$ cat src/design/ftxq_pkg.sv
// shared types and codes of the transmit ring queue
// no dependencies; used by every module of the block but ftxq_ram
package ftxq_pkg;

	// command codes
	localparam logic [1:0] CMD_OFFER = 2'd0;
	localparam logic [1:0] CMD_WORD  = 2'd1;
	localparam logic [1:0] CMD_DRAIN = 2'd2;

	// result kinds
	localparam logic [1:0] KIND_OFFER = 2'd0;
	localparam logic [1:0] KIND_BYTE  = 2'd1;
	localparam logic [1:0] KIND_DONE  = 2'd2;

	// offer status codes
	localparam logic [1:0] STAT_OK      = 2'd0;
	localparam logic [1:0] STAT_BAD_LEN = 2'd1;
	localparam logic [1:0] STAT_NO_ROOM = 2'd2;

	localparam int LEVEL_W = 5;

	typedef struct packed {
		logic [1:0]         command;
		logic [15:0]        frame_length;
		logic [15:0]        frame_word;
		logic [LEVEL_W-1:0] fifo_level;
	} in_item_t;

	typedef struct packed {
		logic [1:0]  kind;
		logic [1:0]  status;
		logic [7:0]  tx_byte;
		logic        irq_enable;
		logic [31:0] drop_count;
		logic [7:0]  free_slots;
		logic        last;
	} out_item_t;

	typedef enum logic [1:0] {
		ST_IDLE,
		ST_EXEC,
		ST_CHECK,
		ST_EMIT
	} state_t;

	// controller to datapath
	typedef struct packed {
		logic capture;
		logic offer;
		logic word;
		logic read;
		logic emit_byte;
		logic emit_done;
	} ctrl_cmd_t;

	// datapath to controller
	typedef struct packed {
		logic [1:0] command;
		logic       brem_zero;
		logic       brem_one;
		logic       drain_more;
		logic       out_free;
	} dp_stat_t;

endpackage

$ cat src/design/frame_atomic_tx_ring_queue_unit.sv
// top level of the frame-atomic transmit ring queue
// an item is captured, then run: an offer registers its status, a data word stores one byte
// a drain (command or final frame byte) reads each byte from the byte store port and emits it,
// then the finished transaction; output stalls hold each step, ready returns after the last result
// reset clears pointers, open frame, drop counter and result valid; store contents are undefined
// depends on ftxq_pkg, ftxq_ctrl, ftxq_dp, ftxq_ram
module frame_atomic_tx_ring_queue_unit #(
	parameter int QUEUE_DEPTH   = 256,
	parameter int HW_FIFO_DEPTH = 16
) (
	input  logic                clk,
	input  logic                arst_n,
	input  logic                item_valid,
	output logic                item_ready,
	input  ftxq_pkg::in_item_t  item,
	output logic                result_valid,
	input  logic                result_ready,
	output ftxq_pkg::out_item_t result
);

	// command and status between controller and datapath
	ftxq_pkg::ctrl_cmd_t cmd;
	ftxq_pkg::dp_stat_t  stat;

	// controller: one transaction in flight, sequences offer, word and drain steps
	ftxq_ctrl u_ctrl (
		.clk        (clk),
		.arst_n     (arst_n),
		.item_valid (item_valid),
		.item_ready (item_ready),
		.stat       (stat),
		.cmd        (cmd)
	);

	// datapath: ring pointers, frame counters, byte store and the result register
	ftxq_dp #(
		.QUEUE_DEPTH   (QUEUE_DEPTH),
		.HW_FIFO_DEPTH (HW_FIFO_DEPTH)
	) u_dp (
		.clk          (clk),
		.arst_n       (arst_n),
		.item         (item),
		.cmd          (cmd),
		.stat         (stat),
		.result_valid (result_valid),
		.result_ready (result_ready),
		.result       (result)
	);

endmodule

$ cat src/design/ftxq_ram.sv
// generic single write, single read ram with registered read data
// no dependencies
module ftxq_ram #(
	parameter int WIDTH = 8,
	parameter int DEPTH = 256
) (
	input  logic                     clk,
	input  logic                     wr_en,
	input  logic [$clog2(DEPTH)-1:0] wr_addr,
	input  logic [WIDTH-1:0]         wr_data,
	input  logic                     rd_en,
	input  logic [$clog2(DEPTH)-1:0] rd_addr,
	output logic [WIDTH-1:0]         rd_data
);

	logic [WIDTH-1:0] mem_q [DEPTH];
	logic [WIDTH-1:0] rd_data_q;

	always_ff @(posedge clk) begin
		if (wr_en) begin
			mem_q[wr_addr] <= wr_data;
		end
		if (rd_en) begin
			rd_data_q <= mem_q[rd_addr];
		end
	end

	assign rd_data = rd_data_q;

endmodule

$ cat src/design/ftxq_ctrl.sv
// controller state machine of the transmit ring queue
// depends on ftxq_pkg
module ftxq_ctrl (
	input  logic                 clk,
	input  logic                 arst_n,
	input  logic                 item_valid,
	output logic                 item_ready,
	input  ftxq_pkg::dp_stat_t   stat,
	output ftxq_pkg::ctrl_cmd_t  cmd
);

	ftxq_pkg::state_t state_q;
	ftxq_pkg::state_t state_next;

	always_ff @(posedge clk or negedge arst_n) begin
		if (!arst_n) begin
			state_q <= ftxq_pkg::ST_IDLE;
		end else begin
			state_q <= state_next;
		end
	end

	// next state
	always_comb begin
		state_next = state_q;
		unique case (state_q)
			ftxq_pkg::ST_IDLE: begin
				if (item_valid) state_next = ftxq_pkg::ST_EXEC;
			end
			ftxq_pkg::ST_EXEC: begin
				unique case (stat.command)
					ftxq_pkg::CMD_OFFER: begin
						if (stat.out_free) state_next = ftxq_pkg::ST_IDLE;
					end
					ftxq_pkg::CMD_WORD: begin
						if (!stat.brem_zero && stat.brem_one) state_next = ftxq_pkg::ST_CHECK;
						else state_next = ftxq_pkg::ST_IDLE;
					end
					ftxq_pkg::CMD_DRAIN: state_next = ftxq_pkg::ST_CHECK;
					default: state_next = ftxq_pkg::ST_IDLE;
				endcase
			end
			ftxq_pkg::ST_CHECK: begin
				if (stat.drain_more) state_next = ftxq_pkg::ST_EMIT;
				else if (stat.out_free) state_next = ftxq_pkg::ST_IDLE;
			end
			ftxq_pkg::ST_EMIT: begin
				if (stat.out_free) state_next = ftxq_pkg::ST_CHECK;
			end
			default: state_next = ftxq_pkg::ST_IDLE;
		endcase
	end

	// outputs
	always_comb begin
		item_ready = 1'b0;
		cmd        = '0;
		unique case (state_q)
			ftxq_pkg::ST_IDLE: begin
				item_ready  = 1'b1;
				cmd.capture = item_valid;
			end
			ftxq_pkg::ST_EXEC: begin
				if (stat.command == ftxq_pkg::CMD_OFFER) cmd.offer = stat.out_free;
				if (stat.command == ftxq_pkg::CMD_WORD) cmd.word = !stat.brem_zero;
			end
			ftxq_pkg::ST_CHECK: begin
				cmd.read      = stat.drain_more;
				cmd.emit_done = !stat.drain_more && stat.out_free;
			end
			ftxq_pkg::ST_EMIT: begin
				cmd.emit_byte = stat.out_free;
			end
			default: begin
				item_ready = 1'b0;
			end
		endcase
	end

endmodule

$ cat src/design/ftxq_dp.sv
// datapath of the transmit ring queue: pointers, counters, byte store, result register
// depends on ftxq_pkg and ftxq_ram
module ftxq_dp #(
	parameter int QUEUE_DEPTH   = 256,
	parameter int HW_FIFO_DEPTH = 16
) (
	input  logic                 clk,
	input  logic                 arst_n,
	input  ftxq_pkg::in_item_t   item,
	input  ftxq_pkg::ctrl_cmd_t  cmd,
	output ftxq_pkg::dp_stat_t   stat,
	output logic                 result_valid,
	input  logic                 result_ready,
	output ftxq_pkg::out_item_t  result
);

	localparam int PW  = $clog2(QUEUE_DEPTH);
	localparam int UW  = PW + 1;
	localparam int HLW = $clog2(HW_FIFO_DEPTH + 1);
	localparam int LW  = (HLW > ftxq_pkg::LEVEL_W) ? HLW : ftxq_pkg::LEVEL_W;
	localparam logic [PW-1:0] LAST_IDX = PW'(QUEUE_DEPTH - 1);
	localparam logic [UW-1:0] DEPTH_U  = UW'(QUEUE_DEPTH);
	localparam logic [16:0]   DEPTH_L  = 17'(QUEUE_DEPTH);
	localparam logic [LW-1:0] HW_LVL   = LW'(HW_FIFO_DEPTH);

	ftxq_pkg::in_item_t  item_q;
	ftxq_pkg::out_item_t result_q;
	ftxq_pkg::out_item_t result_next;
	logic                result_valid_q;

	logic [PW-1:0] rp_q, cwp_q, wwp_q, brem_q;
	logic [LW-1:0] level_q;
	logic [31:0]   drop_q;

	logic [PW-1:0] rp_inc, wwp_inc;
	logic [UW-1:0] used_raw, used, free_w;
	logic          len_bad, no_room, out_free;
	logic [7:0]    rd_byte;

	assign rp_inc  = (rp_q == LAST_IDX) ? '0 : rp_q + 1'b1;
	assign wwp_inc = (wwp_q == LAST_IDX) ? '0 : wwp_q + 1'b1;

	// occupancy of committed data, modulo the depth
	assign used_raw = {1'b0, cwp_q} - {1'b0, rp_q};
	assign used     = (cwp_q >= rp_q) ? used_raw : used_raw + DEPTH_U;
	assign free_w   = (DEPTH_U - 1'b1) - used;

	assign len_bad = (item_q.frame_length == '0) || ({1'b0, item_q.frame_length} >= DEPTH_L);
	assign no_room = {1'b0, item_q.frame_length} > 17'(free_w);

	assign out_free = !result_valid_q || result_ready;

	assign stat.command    = item_q.command;
	assign stat.brem_zero  = (brem_q == '0);
	assign stat.brem_one   = (brem_q == PW'(1));
	assign stat.drain_more = (rp_q != cwp_q) && (level_q < HW_LVL);
	assign stat.out_free   = out_free;

	ftxq_ram #(
		.WIDTH(8),
		.DEPTH(QUEUE_DEPTH)
	) u_store (
		.clk     (clk),
		.wr_en   (cmd.word),
		.wr_addr (wwp_q),
		.wr_data (item_q.frame_word[7:0]),
		.rd_en   (cmd.read),
		.rd_addr (rp_q),
		.rd_data (rd_byte)
	);

	always_ff @(posedge clk) begin
		if (cmd.capture) begin
			item_q <= item;
		end
	end

	always_ff @(posedge clk or negedge arst_n) begin
		if (!arst_n) begin
			rp_q    <= '0;
			cwp_q   <= '0;
			wwp_q   <= '0;
			brem_q  <= '0;
			drop_q  <= '0;
			level_q <= '0;
		end else begin
			if (cmd.capture) begin
				level_q <= LW'(item.fifo_level);
			end
			if (cmd.offer) begin
				wwp_q  <= cwp_q;
				brem_q <= (len_bad || no_room) ? '0 : PW'(item_q.frame_length);
				if (!len_bad && no_room) drop_q <= drop_q + 32'd1;
			end
			if (cmd.word) begin
				wwp_q  <= wwp_inc;
				brem_q <= brem_q - 1'b1;
				if (brem_q == PW'(1)) cwp_q <= wwp_inc;
			end
			if (cmd.emit_byte) begin
				rp_q    <= rp_inc;
				level_q <= level_q + 1'b1;
			end
		end
	end

	// result register
	always_ff @(posedge clk or negedge arst_n) begin
		if (!arst_n) begin
			result_valid_q <= 1'b0;
		end else if (cmd.offer || cmd.emit_byte || cmd.emit_done) begin
			result_valid_q <= 1'b1;
		end else if (result_ready) begin
			result_valid_q <= 1'b0;
		end
	end

	// next result transaction
	always_comb begin
		result_next            = '0;
		result_next.drop_count = drop_q;
		if (cmd.offer) begin
			result_next.kind = ftxq_pkg::KIND_OFFER;
			result_next.last = 1'b1;
			if (len_bad) begin
				result_next.status = ftxq_pkg::STAT_BAD_LEN;
			end else if (no_room) begin
				result_next.status     = ftxq_pkg::STAT_NO_ROOM;
				result_next.drop_count = drop_q + 32'd1;
				result_next.free_slots = 8'(free_w);
			end else begin
				result_next.status     = ftxq_pkg::STAT_OK;
				result_next.free_slots = 8'(free_w);
			end
		end else if (cmd.emit_byte) begin
			result_next.kind    = ftxq_pkg::KIND_BYTE;
			result_next.tx_byte = rd_byte;
		end else begin
			result_next.kind       = ftxq_pkg::KIND_DONE;
			result_next.irq_enable = (rp_q != cwp_q);
			result_next.last       = 1'b1;
		end
	end

	always_ff @(posedge clk) begin
		if (cmd.offer || cmd.emit_byte || cmd.emit_done) begin
			result_q <= result_next;
		end
	end

	assign result_valid = result_valid_q;
	assign result       = result_q;

endmodule

$ cat config.mk
export PLATFORM = sky130hd
export DESIGN_NAME = frame_atomic_tx_ring_queue_unit
export DESIGN_NICKNAME = d
export VERILOG_FILES = /design/src/design/ftxq_pkg.sv /design/src/design/frame_atomic_tx_ring_queue_unit.sv /design/src/design/ftxq_ram.sv /design/src/design/ftxq_ctrl.sv /design/src/design/ftxq_dp.sv
export SDC_FILE = /design/constraint.sdc
export NUM_CORES = 2
export LEC_CHECK = 0
export ABC_AREA = 1
export BUFFER_PORTS_ARGS = -buffer_cell sky130_fd_sc_hd__buf_2
export CAP_MARGIN = 20
export CORE_MARGIN = 2
export CORE_UTILIZATION = 32
export CTS_CLUSTER_SIZE = 30
export DETAILED_ROUTE_END_ITERATION = 10
export GPL_TIMING_DRIVEN = 0
export PLACE_DENSITY = 0.53
export REMOVE_ABC_BUFFERS = 1
export SYNTH_ARGS = -nofsm -noshare
export SYNTH_HDL_FRONTEND = slang
export SYNTH_SLANG_ARGS = --single-unit
export TNS_END_PERCENT = 20
$ cat constraint.sdc
create_clock -name clk -period 11.5 [get_ports clk]
set_input_delay 0.575 -clock clk [delete_from_list [all_inputs] [get_ports clk]]
set_output_delay 0.575 -clock clk [all_outputs]
set_load 0.02 [all_outputs]
# ---- After elaboration in Yosys (flattened, before gate mapping)
# Memories as Yosys holds them, arrays and structs flattened. A register that Yosys moved wholly into a read port is not among the register bits.
# Index checks and enable logic that the tools add are counted.
dict set report op_classes {
  n_reduce_logical 26
  magnitude_cmp 4
  bitwise_logic 2
  n_mux 36
  add_sub_neg 8
  eq_ne 11
}
# cell count
set ops {}
lappend ops {{40-bit two-way mux} 2}
lappend ops {{8-bit two-way mux} 7}
lappend ops {{32-bit by 1-bit adder with 32-bit output, second input constant} 1}
lappend ops {{32-bit two-way mux} 1}
lappend ops {{8-bit by 1-bit adder with 8-bit output, second input constant} 2}
lappend ops {{8-bit == test, second input constant} 2}
lappend ops {{16-bit by 9-bit greater-or-equal comparator with 1-bit output, second input constant} 1}
lappend ops {{16-bit by 9-bit > comparator with 1-bit output} 1}
lappend ops {{16-bit logical NOT} 1}
lappend ops {{2-bit two-way mux} 8}
lappend ops {{1-bit two-way mux} 13}
lappend ops {{5-bit two-way mux} 2}
lappend ops {{9-bit adder, second input constant} 1}
lappend ops {{9-bit two-way mux} 1}
lappend ops {{8-bit by 8-bit subtractor with 9-bit output} 1}
lappend ops {{8-bit by 9-bit subtractor with 9-bit output, first input constant} 1}
lappend ops {{8-bit by 1-bit == test with 1-bit output, second input constant} 1}
lappend ops {{8-bit greater-or-equal comparator} 1}
lappend ops {{8-bit logical NOT} 1}
lappend ops {{8-bit != test} 1}
lappend ops {{2-bit one-hot mux with 4 select lines} 1}
lappend ops {{8-bit by 1-bit subtractor with 8-bit output, second input constant} 1}
lappend ops {{2-bit == test, second input constant} 3}
lappend ops {{2-bit one-hot mux with 3 select lines} 1}
lappend ops {{other kinds (13)} 32}
dict set report totals {
  output_inout_bits 56
  wordCells 107
  memories 1
  ram_bits 2048
  reg_bits 152
  input_bits 43
}
# memory words word_bits rd rd_clocked_by_memory_dff wr line
set mem_list {}
lappend mem_list {u_dp.u_store.mem_q 256 8 1 1 1 ftxq_ram.sv:16} ;# logic [WIDTH-1:0] mem_q [DEPTH];

# ---- Longest topological paths before layout
dict set report depth {
  depth_word 9
  depth_mapped 24
  mapped_depth_nobuf 20
}

# ---- Modules after synthesis
# A second synthesis with hierarchy kept.
dict set report hier_totals {
  hier_cells 7845
  area_unflattened_um2 91147.4
}
# mod cells_per_inst seq_area_each_um2 n_inst area_each_um2
set by_module_without_submodules {}
lappend by_module_without_submodules {ftxq_ram 7003 61739.2 1 83476.3}
lappend by_module_without_submodules {ftxq_dp 813 4154.0 1 7503.4}
lappend by_module_without_submodules {ftxq_ctrl 29 50.0 1 167.7}

# ---- Worst setup path before layout
# No wires, ideal clock.
dict set report synth_timing {
  kind {reg2reg}
  startpoint {reg u_dp.rp_q[2]}
  endpoint {reg u_dp.result_valid_q, in the netlist u_dp.result_valid}
  t_required_ps 11411
  setup_time_ps 89
  path_slack_ps 4954
  t_arrival_ps 6456
  path_stages_with_launch 11
  cell_sequence {dfrtp_1 -> buf_2 -> inv_2 -> clkbuf_1 -> clkbuf_1 -> ha_1 -> nand2_1 -> nor4_1 -> nor2_1 -> o31ai_1 -> or2_2}
}
dict set report synth_between {
  elab_chain_len 7
}
# item line
set synth_rtl {}
lappend synth_rtl {{from (decl)} ftxq_dp.sv:31} ;# logic [PW-1:0] rp_q, cwp_q, wwp_q, brem_q;
lappend synth_rtl {{from (signal assigned)} ftxq_dp.sv:101} ;# rp_q <= rp_inc;
lappend synth_rtl {{8-bit != test (*)} ftxq_dp.sv:56} ;# assign stat.drain_more = (rp_q != cwp_q) && (level_q < HW_LVL);
lappend synth_rtl {{1-bit logical AND (*)} ftxq_dp.sv:56}
lappend synth_rtl {{1-bit logical NOT (*)} ftxq_ctrl.sv:69} ;# cmd.emit_done = !stat.drain_more && stat.out_free;
lappend synth_rtl {{1-bit logical AND (*)} ftxq_ctrl.sv:69}
lappend synth_rtl {{1-bit two-way mux (*)} ftxq_ctrl.sv:58} ;# unique case (state_q)
lappend synth_rtl {{1-bit logical OR (*)} ftxq_dp.sv:111} ;# end else if (cmd.offer || cmd.emit_byte || cmd.emit_done) begin
lappend synth_rtl {{1-bit two-way mux or 2-bit nonzero test (tied branches)} n/a}
lappend synth_rtl {{to (signal assigned)} ftxq_dp.sv:110} ;# result_valid_q <= 1'b0;
lappend synth_rtl {{to (signal assigned)} ftxq_dp.sv:112} ;# result_valid_q <= 1'b1;
lappend synth_rtl {{to (signal assigned)} ftxq_dp.sv:114} ;# result_valid_q <= 1'b0;
lappend synth_rtl {{to (decl)} ftxq_dp.sv:29} ;# logic result_valid_q;
# Every way passes the cells marked *; elsewhere a longest branch is shown, timed or not.
# A chain may end at the register's enable or synchronous reset.

==> results.json <==
{
  "grt_start_max_net_pins": 156,
  "seq_area_um2": 65960,
  "layoutNonFillerInstCount": 12994,
  "r2r_start": "u_dp.rp_q[1]",
  "drtIter0Drc": 6309,
  "drv_cap": 0,
  "synthToLayoutAreaGrowth_pct": 15.98,
  "p_int_mw": 16.02,
  "cts_buffer_depth": 3,
  "min-delay-start": "item_valid",
  "slew_headroom_pct": 26.31,
  "multi_input_area_um2": 23190,
  "initial_core_util_pct": 32.12,
  "cts_root_buf": "clkbuf_16",
  "clock_skew_ns": 0.02307,
  "ant_nets": 0,
  "postCtsResizedCells": 0,
  "ys_warn_count": 0,
  "synth.avg_cell_area_um2": 10.68,
  "via_per_inst": 4.806,
  "gp_congestion": 0.8097,
  "power_density_nw_per_um2": 232.9,
  "critPathMaxStageDelay_ns": 0.85,
  "tightestPinTransition_ns": 1.101,
  "postCtsSetupBuffers": 0,
  "mostFrequentLayoutCell": "nand2_1",
  "cts.sinks": 2208,
  "syn_inst": 8823,
  "hold_buffers": 32,
  "wire_per_inst_um": 19.83,
  "dp_hpwl_um": 161700,
  "n_fill_cell": 28515,
  "pre_cts_slack_ns": 4.616,
  "crit_fanout": 90,
  "layout_setup_ws_ns": 4.606,
  "r2r_slack_ns": 4.61,
  "r2r-end": "u_dp.result[13]",
  "use_met1_pct": 23.95,
  "gr-usage-met2_pct": 26.92,
  "grt-busiest-layer": "met2",
  "layout-drive-gt1-share_pct": 6.976,
  "switching_share_pct": 37.06,
  "period_minus_slack_ns": 6.894,
  "synth-edff-count": 2136,
  "final_cell_mix": "nand2_1 (2478), edfxtp_1 (2136), nor2_1 (1335), inv_1 (731), nand3_1 (656)",
  "die_height_um": 546.6,
  "pin_count": 99,
  "setup_viol": 0,
  "cts_tree": "yes",
  "grt_pass1_wl_um": 383500,
  "total_power_mw": 25.45,
  "max_freq_mhz": 145.1,
  "synthDistinctLibCells": 45,
  "p_leak_nw": 41.35,
  "grt.overflow.total": 0,
  "syn_area_um2": 94220,
  "cp_top_family": "buffers and inverters",
  "grt_util_met3_pct": 2.340,
  "status": "complete, no violations",
  "worstPathRequired_ns": 12.09,
  "crit_arrival_ns": 7.49,
  "fin_nets": 8950,
  "grt_pass1_vias": 59775,
  "dieArea_um2": 298800,
  "num_rows": 199,
  "synthArstFlopShare_pct": 3.261,
  "r2r_cells": 25,
  "dp_cells": 12535,
  "hold_end": "u_dp.level_q[4]",
  "endpoint_kind": "register",
  "ys_seq_area_share_pct": 69.99,
  "first_pass_iters": 6,
  "drc": 0,
  "rsz0062_at_grt": "no",
  "holdPathStages": 4,
  "cts_made_buffers": 229,
  "comb_power_share_pct": 34.4,
  "max-vdd-ir-drop_mv": 0.1791,
  "cts.reportedPaths.clkPinSlew_ns": 0.06,
  "min-delay-path-class": "input pin to register",
  "ys_ff_latch": 2208,
  "core_area_um2": 293300,
  "drt-total-wl_um": 257700,
  "hold_viol": 0,
  "antenna_found_initial": 11,
  "p_clk_share_pct": 28.0,
  "netSwitchingPower_mw": 9.432,
  "slowest_stage": "dfrtp_4",
  "crit_buf_inv": 11,
  "report.final.slew_viol_count": 0,
  "vias": 62454,
  "grt_use_total_pct": 16.85,
  "post-route-period-util_pct": 59.95,
  "power_frac_seq_pct": 37.6,
  "path_class": "register to register",
  "port_buffers": 90,
  "clock_latency_ns": 0.87,
  "worstSetupStartpointType": "register",
  "die_width_um": 546.6,
  "h-tree-depth": 4,
  "synth-main-ff-cell": "edfxtp_1"
}
## synth_stat cells, types with 7 or more instances
master	instances	share of area (%)
clkbuf_1	146	0.58
inv_1	733	2.9
xnor2_1	18	0.17
or2_0	11	0.073
o21ai_0	492	2.6
a21oi_1	106	0.56
buf_4	62	0.49
buf_6	25	0.30
nand2_1	2482	9.9
o221ai_1	7	0.065
or2_2	11	0.073
buf_2	156	0.83
nor3_1	16	0.085
xor2_1	32	0.30
nand3_1	658	3.5
ha_1	27	0.36
o21ai_1	53	0.28
nor2_1	1336	5.3
buf_1	82	0.33
nand4_1	20	0.13
o211ai_1	86	0.69
dfrtp_1	72	1.9
edfxtp_1	2136	68
nor4_1	9	0.060
inv_2	7	0.028
## state kept, by name (all words and copies together), names as in the netlist, 5 cells and up
register,cells
u_dp.brem_q,8
u_dp.item_q,24
u_dp.u_store.rd_data,8
u_dp.drop_q,32
u_dp.result,54
u_dp.u_store.mem_q,2048
u_dp.wwp_q,8
u_dp.cwp_q,8
u_dp.level_q,5
u_dp.rp_q,8
## how the worst max path moves through the flow
| stage | from | endpoint | slack (ns) | cells past startpoint |
|---|---|---|---|---|
| 2_1_floorplan | u_dp.rp_q[0] | u_dp.u_store.rd_data[0] | -41.86 | 11 |
| 3_3_place_gp | u_dp.rp_q[0] | u_dp.u_store.rd_data[0] | -132.91 | 11 |
| 3_5_place_dp | u_dp.rp_q[1] | u_dp.result[13] | 4.62 | 25 |
| 4_1_cts | u_dp.rp_q[1] | u_dp.result[13] | 4.62 | 25 |
| 5_1_grt | u_dp.rp_q[1] | u_dp.result[37] | 4.20 | 25 |
| 6_report | u_dp.rp_q[1] | u_dp.result[13] | 4.61 | 25 |
## power groups by stage
stage	registers [mW]	clock network [mW]	logic (mW)
finish	9.56	7.13	8.76
CTS	9.56	7.26	8.80
floorplan	10.5	0	4.97
detailed placement	9.72	0	8.76
global placement	11.1	0	6.08
global route	9.58	7.55	9.68
## per-layer routing
layer / vias to the layer above / wire length, um
met3: 342 / 16850
li1: 29555 / -
met4: 0 / 6138
met1: 30656 / 115700
met5: - / 0
met2: 1901 / 119000
## tightest hold or removal path, stage by stage
cell	delay, ns
buf_2	0.08
nand2_1	0.13
nand3_1	0.12
nand2_1	0.05
## stage by stage
| stage | util [%] | area [um^2] | hold WS (ns) | TNS [ns] |
|---|---|---|---|---|
| after detailed placement | 34.72 | 101800 | 0.4955 | 0 |
| after global placement | 33.13 | 97160 | 0.4940 | -8937.14 |
| after floorplan | - | 91810 | 0.2794 | -2318.02 |
| after CTS | 37.26 | 109300 | 0.03686 | 0 |
| final | 37.26 | 109300 | 0.1265 | 0 |
| after global routing | 37.26 | 109300 | 0.1253 | 0 |
## logic make-up after synthesis
| logic type | Yosys count | synth area share (%) |
|---|---|---|
| xor+xnor | 50 | 0.4648 |
| flops | 2208 | 69.99 |
| compound gates | 756 | 4.302 |
| buf+inv | 1218 | 5.529 |
| simple gates | 4563 | 19.34 |
| fa+ha+maj | 28 | 0.3798 |
## area by class of cell
| class | count | area share [%] |
|---|---|---|
| antenna | 1 | 0.002290 |
| inverter | 745 | 2.589 |
| multi-input combinational | 5397 | 21.22 |
| clock buffer | 293 | 5.595 |
| tap | 3919 | 4.487 |
| timing repair buffer | 298 | 4.817 |
| clock inverter | 133 | 0.9320 |
| sequential | 2208 | 60.35 |
Note: power is estimated with default switching activity, not from simulation.
